**src/rtl/bcf_pkg.sv**
```systemverilog
package bcf_pkg;

  // Coordinate format of one control point and of one emitted point.
  localparam int COORD_BITS = 16;
  localparam int POINT_BITS = 3 * COORD_BITS;

  // Largest step count that the flattener honors; larger requests saturate.
  localparam int MAX_STEPS = 63;
  localparam int STEP_BITS = 6;

  // The curve parameter t is unsigned Q0.16.
  localparam int FRAC_BITS = 16;
  localparam int ONE_Q16   = 65536;

  // Working set of the de Casteljau evaluation: up to four control points.
  localparam int NUM_CTRL = 4;

  typedef enum logic [1:0] {
    CMD_POINT = 2'd0,
    CMD_LINE  = 2'd1,
    CMD_QUAD  = 2'd2,
    CMD_CUBIC = 2'd3
  } bcf_cmd_t;

  typedef enum logic [3:0] {
    ST_IDLE,
    ST_DIV,
    ST_DISPATCH,
    ST_EMIT_A,
    ST_LOAD,
    ST_BLEND,
    ST_WAIT,
    ST_DROP,
    ST_EMIT,
    ST_ADVANCE
  } bcf_state_t;

  // One 3-D point, packed z:y:x with x in the low bits.
  typedef struct packed {
    logic signed [COORD_BITS-1:0] z;
    logic signed [COORD_BITS-1:0] y;
    logic signed [COORD_BITS-1:0] x;
  } bcf_vec_t;

  typedef struct packed {
    logic [1:0]            command;
    logic [POINT_BITS-1:0] point_a;
    logic [POINT_BITS-1:0] point_b;
    logic [POINT_BITS-1:0] point_c;
    logic [POINT_BITS-1:0] point_d;
    logic [STEP_BITS-1:0]  step_count;
  } bcf_in_word_t;

  typedef struct packed {
    logic signed [COORD_BITS-1:0] coord_x;
    logic signed [COORD_BITS-1:0] coord_y;
    logic signed [COORD_BITS-1:0] coord_z;
    logic                         last_point;
  } bcf_out_word_t;

  // Request to the blend unit.
  typedef struct packed {
    logic                 start;
    logic [FRAC_BITS-1:0] frac;
  } bcf_blend_req_t;

  // Result of the reciprocal divider: 65536 = quot * steps + rem.
  typedef struct packed {
    logic                 done;
    logic [FRAC_BITS:0]   quot;
    logic [STEP_BITS-1:0] rem;
  } bcf_recip_res_t;

endpackage

```
**src/rtl/bezier_curve_flattener.sv**
```systemverilog
// Bezier curve flattener. Each input word carries a segment command (point,
// line, quadratic or cubic), up to four control points packed z:y:x as signed
// 16-bit coordinates, and a step count saturated to 63. The block emits the
// flattened points of the segment in order, the final one marked by
// last_point: a point emits itself, a line emits its start point and then
// lerp(a,b,i/steps) for i = 0..steps-1, a quadratic emits the de Casteljau
// points for i = 1..steps-1, and a cubic for i = 0..steps-1. The parameter t
// is floor(i*65536/steps) and every blend rounds toward minus infinity.
// Timing: in_ready is high only while no segment is in progress. Every
// segment, a single point included, first runs a bit-serial division of
// 65536 by the step count, after which t advances by add and compare. Each
// point is then evaluated on one shared three-lane blend unit (a multiplier
// per coordinate, two pipeline stages), and an emitted point waits in the
// output register until out_ready takes it. Points and zero-step lines emit
// only the start point and use no blend.
module bezier_curve_flattener (
  input  logic                    clk,
  input  logic                    rst_n,
  input  logic                    in_valid,
  output logic                    in_ready,
  input  bcf_pkg::bcf_in_word_t   in_word,
  output logic                    out_valid,
  input  logic                    out_ready,
  output bcf_pkg::bcf_out_word_t  out_word
);

  localparam int SB = bcf_pkg::STEP_BITS;
  localparam int NC = bcf_pkg::NUM_CTRL;
  localparam int TB = bcf_pkg::FRAC_BITS + 1;

  bcf_pkg::bcf_state_t     state_r, state_nxt;
  bcf_pkg::bcf_cmd_t       cmd_r;
  bcf_pkg::bcf_vec_t       ctrl_r [NC];
  bcf_pkg::bcf_vec_t       w_r [NC];
  bcf_pkg::bcf_vec_t       w_nxt [NC];
  logic [SB-1:0]           steps_r, steps_in;
  logic [SB-1:0]           idx_r, idx_nxt;
  logic [TB-1:0]           t_r, t_nxt;
  logic [SB-1:0]           rem_r, rem_nxt;
  logic [SB:0]             rem_sum;
  logic                    rem_wrap;
  logic [2:0]              lvl_r, lvl_nxt;
  logic [1:0]              cnt_r, cnt_nxt;
  logic                    out_valid_r, out_valid_nxt;
  bcf_pkg::bcf_out_word_t  out_word_r, out_word_nxt;
  logic                    accept;
  logic                    emit_first_last;

  bcf_pkg::bcf_blend_req_t blend_req;
  logic                    blend_done;
  bcf_pkg::bcf_vec_t       blend_res;
  bcf_pkg::bcf_recip_res_t recip;

  assign accept   = in_valid && in_ready;
  assign in_ready = (state_r == bcf_pkg::ST_IDLE);
  assign steps_in = (in_word.step_count > SB'(bcf_pkg::MAX_STEPS)) ?
                    SB'(bcf_pkg::MAX_STEPS) : in_word.step_count;

  // Step increment for t: 65536 / steps, computed once per segment from the
  // captured step count.
  bcf_recip u_recip (
    .clk     (clk),
    .rst_n   (rst_n),
    .start   (accept),
    .divisor (steps_r),
    .res     (recip)
  );

  // Shared blend unit always combines the first two working points.
  assign blend_req.start = (state_r == bcf_pkg::ST_BLEND);
  assign blend_req.frac  = t_r[bcf_pkg::FRAC_BITS-1:0];

  bcf_blend u_blend (
    .clk    (clk),
    .rst_n  (rst_n),
    .req    (blend_req),
    .p      (w_r[0]),
    .q      (w_r[1]),
    .done   (blend_done),
    .result (blend_res)
  );

  // Exact stepping of t = floor(i*65536/steps) by quotient and remainder.
  assign rem_sum  = {1'b0, rem_r} + {1'b0, recip.rem};
  assign rem_wrap = rem_sum >= {1'b0, steps_r};

  assign emit_first_last = (cmd_r == bcf_pkg::CMD_POINT) || (steps_r == '0);

  // Sequencer: next state, working set, t stepping and the output register.
  always_comb begin
    state_nxt     = state_r;
    idx_nxt       = idx_r;
    t_nxt         = t_r;
    rem_nxt       = rem_r;
    lvl_nxt       = lvl_r;
    cnt_nxt       = cnt_r;
    out_valid_nxt = out_valid_r;
    out_word_nxt  = out_word_r;
    for (int j = 0; j < NC; j++) begin
      w_nxt[j] = w_r[j];
    end
    if (out_valid_r && out_ready) begin
      out_valid_nxt = 1'b0;
    end

    case (state_r)
      bcf_pkg::ST_IDLE: begin
        if (accept) begin
          state_nxt = bcf_pkg::ST_DIV;
        end
      end
      bcf_pkg::ST_DIV: begin
        idx_nxt = '0;
        t_nxt   = '0;
        rem_nxt = '0;
        if (recip.done) begin
          state_nxt = bcf_pkg::ST_DISPATCH;
        end
      end
      bcf_pkg::ST_DISPATCH: begin
        case (cmd_r)
          bcf_pkg::CMD_POINT, bcf_pkg::CMD_LINE: begin
            state_nxt = bcf_pkg::ST_EMIT_A;
          end
          bcf_pkg::CMD_QUAD: begin
            state_nxt = (steps_r < SB'(2)) ? bcf_pkg::ST_IDLE : bcf_pkg::ST_ADVANCE;
          end
          default: begin
            state_nxt = (steps_r == '0) ? bcf_pkg::ST_IDLE : bcf_pkg::ST_LOAD;
          end
        endcase
      end
      bcf_pkg::ST_EMIT_A: begin
        // The start point itself, for point and line segments.
        if (!out_valid_r) begin
          out_valid_nxt           = 1'b1;
          out_word_nxt.coord_x    = ctrl_r[0].x;
          out_word_nxt.coord_y    = ctrl_r[0].y;
          out_word_nxt.coord_z    = ctrl_r[0].z;
          out_word_nxt.last_point = emit_first_last;
          state_nxt = emit_first_last ? bcf_pkg::ST_IDLE : bcf_pkg::ST_LOAD;
        end
      end
      bcf_pkg::ST_LOAD: begin
        for (int j = 0; j < NC; j++) begin
          w_nxt[j] = ctrl_r[j];
        end
        lvl_nxt   = 3'({1'b0, cmd_r}) + 3'd1;
        cnt_nxt   = cmd_r;
        state_nxt = bcf_pkg::ST_BLEND;
      end
      bcf_pkg::ST_BLEND: begin
        state_nxt = bcf_pkg::ST_WAIT;
      end
      bcf_pkg::ST_WAIT: begin
        // Consume the front point and append the blend at the level's tail.
        if (blend_done) begin
          for (int j = 0; j < NC - 1; j++) begin
            w_nxt[j] = w_r[j+1];
          end
          w_nxt[2'(lvl_r - 3'd1)] = blend_res;
          if (cnt_r == 2'd1) begin
            state_nxt = bcf_pkg::ST_DROP;
          end else begin
            cnt_nxt   = cnt_r - 2'd1;
            state_nxt = bcf_pkg::ST_BLEND;
          end
        end
      end
      bcf_pkg::ST_DROP: begin
        // Discard the last point of the finished level.
        for (int j = 0; j < NC - 1; j++) begin
          w_nxt[j] = w_r[j+1];
        end
        lvl_nxt = lvl_r - 3'd1;
        if (lvl_r == 3'd2) begin
          state_nxt = bcf_pkg::ST_EMIT;
        end else begin
          cnt_nxt   = 2'(lvl_r - 3'd2);
          state_nxt = bcf_pkg::ST_BLEND;
        end
      end
      bcf_pkg::ST_EMIT: begin
        if (!out_valid_r) begin
          out_valid_nxt           = 1'b1;
          out_word_nxt.coord_x    = w_r[0].x;
          out_word_nxt.coord_y    = w_r[0].y;
          out_word_nxt.coord_z    = w_r[0].z;
          out_word_nxt.last_point = (idx_r == steps_r - SB'(1));
          state_nxt = (idx_r == steps_r - SB'(1)) ? bcf_pkg::ST_IDLE
                                                  : bcf_pkg::ST_ADVANCE;
        end
      end
      bcf_pkg::ST_ADVANCE: begin
        idx_nxt   = idx_r + SB'(1);
        t_nxt     = t_r + recip.quot + TB'(rem_wrap);
        rem_nxt   = rem_wrap ? SB'(rem_sum - {1'b0, steps_r}) : rem_sum[SB-1:0];
        state_nxt = bcf_pkg::ST_LOAD;
      end
      default: begin
        state_nxt = bcf_pkg::ST_IDLE;
      end
    endcase
  end

  always_ff @(posedge clk) begin
    if (!rst_n) begin
      state_r     <= bcf_pkg::ST_IDLE;
      out_valid_r <= 1'b0;
    end else begin
      state_r     <= state_nxt;
      out_valid_r <= out_valid_nxt;
    end
  end

  always_ff @(posedge clk) begin
    if (accept) begin
      cmd_r     <= bcf_pkg::bcf_cmd_t'(in_word.command);
      ctrl_r[0] <= in_word.point_a;
      ctrl_r[1] <= in_word.point_b;
      ctrl_r[2] <= in_word.point_c;
      ctrl_r[3] <= in_word.point_d;
      steps_r   <= steps_in;
    end
    for (int j = 0; j < NC; j++) begin
      w_r[j] <= w_nxt[j];
    end
    idx_r      <= idx_nxt;
    t_r        <= t_nxt;
    rem_r      <= rem_nxt;
    lvl_r      <= lvl_nxt;
    cnt_r      <= cnt_nxt;
    out_word_r <= out_word_nxt;
  end

  assign out_valid = out_valid_r;
  assign out_word  = out_word_r;

  // The blend unit only finishes while the sequencer waits for it.
  a_blend_in_wait: assert property (@(posedge clk) disable iff (!rst_n)
    blend_done |-> state_r == bcf_pkg::ST_WAIT)
    else $error("blend result arrived outside the wait state");

  // The divider only finishes during the division phase of a segment.
  a_recip_in_div: assert property (@(posedge clk) disable iff (!rst_n)
    recip.done |-> state_r == bcf_pkg::ST_DIV)
    else $error("divider finished outside the division phase");

  // A point is evaluated only for an index below the step count.
  a_idx_range: assert property (@(posedge clk) disable iff (!rst_n)
    state_r == bcf_pkg::ST_LOAD |-> idx_r < steps_r)
    else $error("point index ran past the step count");

  // A level is never dropped below a single remaining point.
  a_lvl_range: assert property (@(posedge clk) disable iff (!rst_n)
    state_r == bcf_pkg::ST_DROP |-> lvl_r >= 3'd2 && lvl_r <= 3'd4)
    else $error("de Casteljau level size out of range");

  // A point taken in the emit state is presented on the output next cycle.
  a_emit_slot: assert property (@(posedge clk) disable iff (!rst_n)
    (state_r == bcf_pkg::ST_EMIT && !out_valid_r) |=> out_valid_r)
    else $error("emitted point was not presented on the output");

endmodule

```
**src/rtl/bcf_recip.sv**
```systemverilog
module bcf_recip (
  input  logic                                clk,
  input  logic                                rst_n,
  input  logic                                start,
  input  logic [bcf_pkg::STEP_BITS-1:0]       divisor,
  output bcf_pkg::bcf_recip_res_t             res
);

  localparam int QBITS = bcf_pkg::FRAC_BITS + 1;
  localparam int CBITS = $clog2(QBITS);
  localparam logic [QBITS-1:0] DIVIDEND = QBITS'(bcf_pkg::ONE_Q16);

  logic                          busy_r, busy_nxt;
  logic                          done_r, done_nxt;
  logic [CBITS-1:0]              cnt_r, cnt_nxt;
  logic [QBITS-1:0]              quot_r, quot_nxt;
  logic [bcf_pkg::STEP_BITS-1:0] rem_r, rem_nxt;
  logic [bcf_pkg::STEP_BITS:0]   trial;
  logic                          fits;

  // One quotient bit per cycle, restoring division of 65536 by the step count.
  always_comb begin
    busy_nxt = busy_r;
    done_nxt = 1'b0;
    cnt_nxt  = cnt_r;
    quot_nxt = quot_r;
    rem_nxt  = rem_r;
    trial    = {rem_r, DIVIDEND[cnt_r]};
    fits     = trial >= {1'b0, divisor};
    if (start) begin
      busy_nxt = 1'b1;
      cnt_nxt  = CBITS'(QBITS - 1);
      quot_nxt = '0;
      rem_nxt  = '0;
    end else if (busy_r) begin
      quot_nxt = {quot_r[QBITS-2:0], fits};
      rem_nxt  = fits ? bcf_pkg::STEP_BITS'(trial - {1'b0, divisor})
                      : trial[bcf_pkg::STEP_BITS-1:0];
      if (cnt_r == '0) begin
        busy_nxt = 1'b0;
        done_nxt = 1'b1;
      end else begin
        cnt_nxt = cnt_r - CBITS'(1);
      end
    end
  end

  always_ff @(posedge clk) begin
    if (!rst_n) begin
      busy_r <= 1'b0;
      done_r <= 1'b0;
    end else begin
      busy_r <= busy_nxt;
      done_r <= done_nxt;
    end
  end

  always_ff @(posedge clk) begin
    cnt_r  <= cnt_nxt;
    quot_r <= quot_nxt;
    rem_r  <= rem_nxt;
  end

  assign res.done = done_r;
  assign res.quot = quot_r;
  assign res.rem  = rem_r;

endmodule

```
**src/rtl/bcf_blend.sv**
```systemverilog
module bcf_blend (
  input  logic                     clk,
  input  logic                     rst_n,
  input  bcf_pkg::bcf_blend_req_t  req,
  input  bcf_pkg::bcf_vec_t        p,
  input  bcf_pkg::bcf_vec_t        q,
  output logic                     done,
  output bcf_pkg::bcf_vec_t        result
);

  localparam int CB = bcf_pkg::COORD_BITS;
  localparam int FB = bcf_pkg::FRAC_BITS;
  localparam int PW = CB + FB + 2;

  logic [2:0][CB-1:0]         p_lane, q_lane;
  logic signed [CB:0]         diff [3];
  logic signed [FB:0]         frac_s;
  logic signed [PW-1:0]       prod_nxt [3];
  logic signed [PW-1:0]       prod_r [3];
  logic [2:0][CB-1:0]         base_r;
  logic [2:0][CB-1:0]         res_nxt;
  logic [2:0][CB-1:0]         res_r;
  logic                       v1_r, done_r;

  assign p_lane = p;
  assign q_lane = q;
  assign frac_s = $signed({1'b0, req.frac});

  // Stage one: (q - p) * t for each of the three lanes.
  always_comb begin
    for (int k = 0; k < 3; k++) begin
      diff[k]     = $signed({q_lane[k][CB-1], q_lane[k]}) -
                    $signed({p_lane[k][CB-1], p_lane[k]});
      prod_nxt[k] = diff[k] * frac_s;
    end
  end

  // Stage two: p + floor(product / 65536); the blend stays between p and q.
  always_comb begin
    for (int k = 0; k < 3; k++) begin
      res_nxt[k] = base_r[k] + prod_r[k][CB+FB-1:FB];
    end
  end

  always_ff @(posedge clk) begin
    if (!rst_n) begin
      v1_r   <= 1'b0;
      done_r <= 1'b0;
    end else begin
      v1_r   <= req.start;
      done_r <= v1_r;
    end
  end

  always_ff @(posedge clk) begin
    for (int k = 0; k < 3; k++) begin
      prod_r[k] <= prod_nxt[k];
    end
    base_r <= p_lane;
    res_r  <= res_nxt;
  end

  assign done   = done_r;
  assign result = res_r;

endmodule

```
**config.mk**
```make
export PLATFORM = sky130hd
export DESIGN_NAME = bezier_curve_flattener
export DESIGN_NICKNAME = d
export VERILOG_FILES = /design/src/rtl/bcf_pkg.sv /design/src/rtl/bezier_curve_flattener.sv /design/src/rtl/bcf_recip.sv /design/src/rtl/bcf_blend.sv
export SDC_FILE = /design/constraint.sdc
export NUM_CORES = 2
export LEC_CHECK = 0
export BUFFER_PORTS_ARGS = -buffer_cell sky130_fd_sc_hd__buf_2
export CAP_MARGIN = 0
export CORE_MARGIN = 4
export CORE_UTILIZATION = 35
export CTS_BUF_LIST = sky130_fd_sc_hd__clkbuf_2
export DETAILED_ROUTE_END_ITERATION = 16
export SYNTH_ARGS = -nofsm -noshare
export SYNTH_HDL_FRONTEND = slang
export SYNTH_SLANG_ARGS = --single-unit
export TNS_END_PERCENT = 5
```
**constraint.sdc**
```tcl
create_clock -name clk -period 18.4 [get_ports clk]
set_clock_uncertainty 0.15 [all_clocks]
set_input_delay 0 -clock clk [delete_from_list [all_inputs] [get_ports clk]]
set_output_delay 0 -clock clk [all_outputs]
set_load 0.05 [all_outputs]
```
==> flow_metrics.py <==
metrics = {
    "outcome": {
        "status": "finished, final reports clean",
    },
    "routing": {
        "via_per_inst": 5.01,
        "drt-initial-drc-count": 3815,
        "wl_per_cell_um": 18.7,
        "totalWireLength_um": 171000,
        "antenna_left": 0,
        "dr.pass1.iters": 9,
        "route.detailed.drc": 0,
        "num_vias": 45800,
    },
    "final_layout": {
        "drive_gt1_frac": 0.106,
        "final_area_um2": 71600,
        "fin_util": 0.421,
        "syn2layout_area_growth_pct": 19.2,
        "instances_no_fill": 9135,
        "layout.nets": 8145,
    },
    "clocking": {
        "root_buffer": "clkbuf_2",
        "cts_inserted_buffers": 159,
        "cts_resized": 0,
        "insertion_delay_ns": 1.43,
        "cts.clk_slew.worst_paths_ns": 0.13,
        "htreeDepth": 4,
        "cts_tree": "built",
        "clockBufferDepth": 3,
        "cts_setup_buffers": 0,
        "clkSinkCount": 655,
    },
    "grt": {
        "antenna_found_initial": 14,
        "gr-total-overflow": 0,
        "grt_pass1_vias": 48800,
        "grt_max_degree": 83,
        "grt_pass1_wl_um": 275000,
        "grt_usage": 0.192,
    },
    "synthesis": {
        "ys_warn_count": 0,
        "synth-seq-cells": 655,
        "synth_edf_count": 474,
        "syn-instance-count": 5947,
        "synth.distinct_cells": 87,
        "yosys-top-cells-area": "fa_1 26%, edfxtp_1 24%, ha_1 8.0%",
        "synth_area_per_cell_um2": 10.1,
        "synth_area_um2": 60100,
        "async_flop_share": 0,
        "synth-main-ff-cell": "edfxtp_1",
        "yosys.area.top_type_share": 0.262,
        "synth.largest_area_cell": "fa_1",
        "syn_nets": 7323,
        "yosysSeqAreaShare": 0.297,
    },
    "hold_path": {
        "worstHoldPathType": "input pin to register",
        "min_from": "in_word[83]",
    },
    "placement": {
        "portBuffers": 254,
        "dpl_cell_area_um2": 63900,
        "place.gp.congestion": 0.857,
        "dp_cells": 8209,
        "post-dp-hpwl_um": 114000,
    },
    "critical_path": {
        "crit_arrival_ns": 11.18,
        "worst_ep_required_time_ns": 19.59,
        "critPathLaunch": "w_r[1][47]$_DFFE_PP_",
        "crit_path_start_kind": "register",
        "crit_fanout": 32,
        "crit_slowest_cell": "ha_1",
        "worstSetupPathType": "register to register",
        "end_kind": "register",
        "r2r_start": "w_r[1][47]$_DFFE_PP_",
        "cpPeakStageDelay_ns": 0.92,
    },
    "floorplan": {
        "core_um2": 170000,
        "die_h_um": 422,
        "die_x_um": 422,
        "pin_count": 255,
        "initial_core_util": 0.353,
        "rows": 151,
        "dieArea_um2": 178000,
    },
    "timing": {
        "timing.final.crit_share": 0.543,
        "rsz0062_at_grt": "false",
        "setup_viol": 0,
        "worstMarginPinSlew_ns": 1.25,
        "fmax_mhz": 100,
        "drv_slew": 0,
        "hold_viol": 0,
        "min_period_ns": 9.99,
        "tns_ns": 0,
        "maxSlewHeadroom": 0.165,
    },
    "flow_run": {
        "cap_violations": 0,
    },
}
[repair_timing]
item	CTS	global route
setup endpoints to repair	0	0
hold endpoints to repair	359	0
hold buffers	617	0
[per-stage QoR]
step                setup WS, ns  hold slack [ns]
floorplan                  10.22          -0.0511
global placement            8.73           0.0262
detailed placement          8.50           0.0281
CTS                         8.44          0.00319
global route                7.55           0.0907
finish                      8.41            0.217
[critical path: cells and delay by family (launching register included)]
kind,cells,cell delay [ns]
and+or+nand+nor,5,1.42
xor gates and xnor gates,4,0.98
adders and majority gates,7,3.84
buffers and inverters,6,1.41
AOI/OAI and AO/OA,5,1.72
DFF,1,0.42
[metal layers]
metal | part of all wire | track usage
met5 | 0.00029 | 0
met3 | 0.063 | 0.0301
met1 | 0.43 | 0.259
met4 | 0.030 | 0.0574
met2 | 0.48 | 0.320
[flip-flops by register name, indices dropped and copies added, names as in the netlist, 4 cells and up]
name            cells
u_recip.cnt_r       5
u_recip.quot_r     16
u_blend.base_r     48
steps_r             6
state_r             4
out_word           49
u_blend.result     48
u_recip.rem_r       6
u_blend.prod_r     48
ctrl_r            192
idx_r               6
t_r                16
rem_r               6
w_r               192
[kinds of logic (layout without fill, tap and decap cells)]
group | Yosys count | count (layout) | synth area share
compound gates | 667 | 667 | 0.0829
xor+xnor | 215 | 215 | 0.0318
fa+ha+maj | 1172 | 1172 | 0.342
buf+inv | 1570 | 2525 | 0.0984
flops | 655 | 655 | 0.297
mux | 72 | 72 | 0.0130
other cells | 0 | 15 | 0
simple gates | 1596 | 1596 | 0.135
[area by class of cell]
cell class,count,area (um^2)
fill,16000,98400
multi-input combinational,3722,36500
sequential,655,17900
timing repair buffer,962,8130
inverter,1269,4760
tap,2218,2780
clock buffer,242,1210
clock inverter,52,348
antenna,15,37.5
[synthesized netlist by cell type, types with 12 or more instances]
| master | n |
|---|---|
| a211o_1 | 12 |
| a211oi_1 | 34 |
| a21o_1 | 25 |
| a21oi_1 | 106 |
| a222oi_1 | 144 |
| a31oi_1 | 36 |
| and2_1 | 330 |
| and3_1 | 37 |
| buf_1 | 18 |
| clkbuf_1 | 273 |
| dfxtp_1 | 181 |
| edfxtp_1 | 474 |
| fa_1 | 786 |
| ha_1 | 386 |
| inv_1 | 1267 |
| mux2_2 | 49 |
| mux2i_1 | 23 |
| nand2_1 | 595 |
| nand2b_1 | 54 |
| nand3_1 | 81 |
| nand3b_1 | 37 |
| nand4_1 | 16 |
| nor2_1 | 180 |
| nor2b_1 | 78 |
| nor3_1 | 70 |
| nor3b_1 | 14 |
| nor4_1 | 14 |
| nor4b_1 | 21 |
| o211ai_1 | 17 |
| o21a_1 | 19 |
| o21ai_0 | 134 |
| o221ai_1 | 15 |
| or3_1 | 21 |
| xnor2_1 | 161 |
| xor2_1 | 52 |
[cells in the final DEF (no fill, tap or decap), types with 37 or more instances in the layout]
cell	n
inv_1	1267
fa_1	786
dlygate4sd3_1	617
nand2_1	594
edfxtp_1	474
ha_1	385
and2_1	325
buf_2	254
clkbuf_2	242
dfxtp_1	181
nor2_1	179
xnor2_1	151
a222oi_1	144
o21ai_0	134
a21oi_1	100
buf_4	91
nand3_1	80
nor2b_1	78
nor3_1	68
nand2b_1	54
xor2_1	52
mux2_2	49
and3_1	37
nand3b_1	37
[path summary, 6_finish.rpt]
kind | to | slack [ns] | cells past startpoint
max reg2reg | u_blend.prod_r[0][99]$_DFF_P_ | 8.41 | 27
min reg2reg | u_blend.base_r[28]$_DFF_P_ | 0.24 | 0
max | u_blend.prod_r[0][99]$_DFF_P_ | 8.41 | 27
min | ctrl_r[2][29]$_DFFE_PP_ | 0.22 | 4
Power is not shown: default switching activity piles up to over one toggle a cycle in this logic, so the estimate is an artifact.
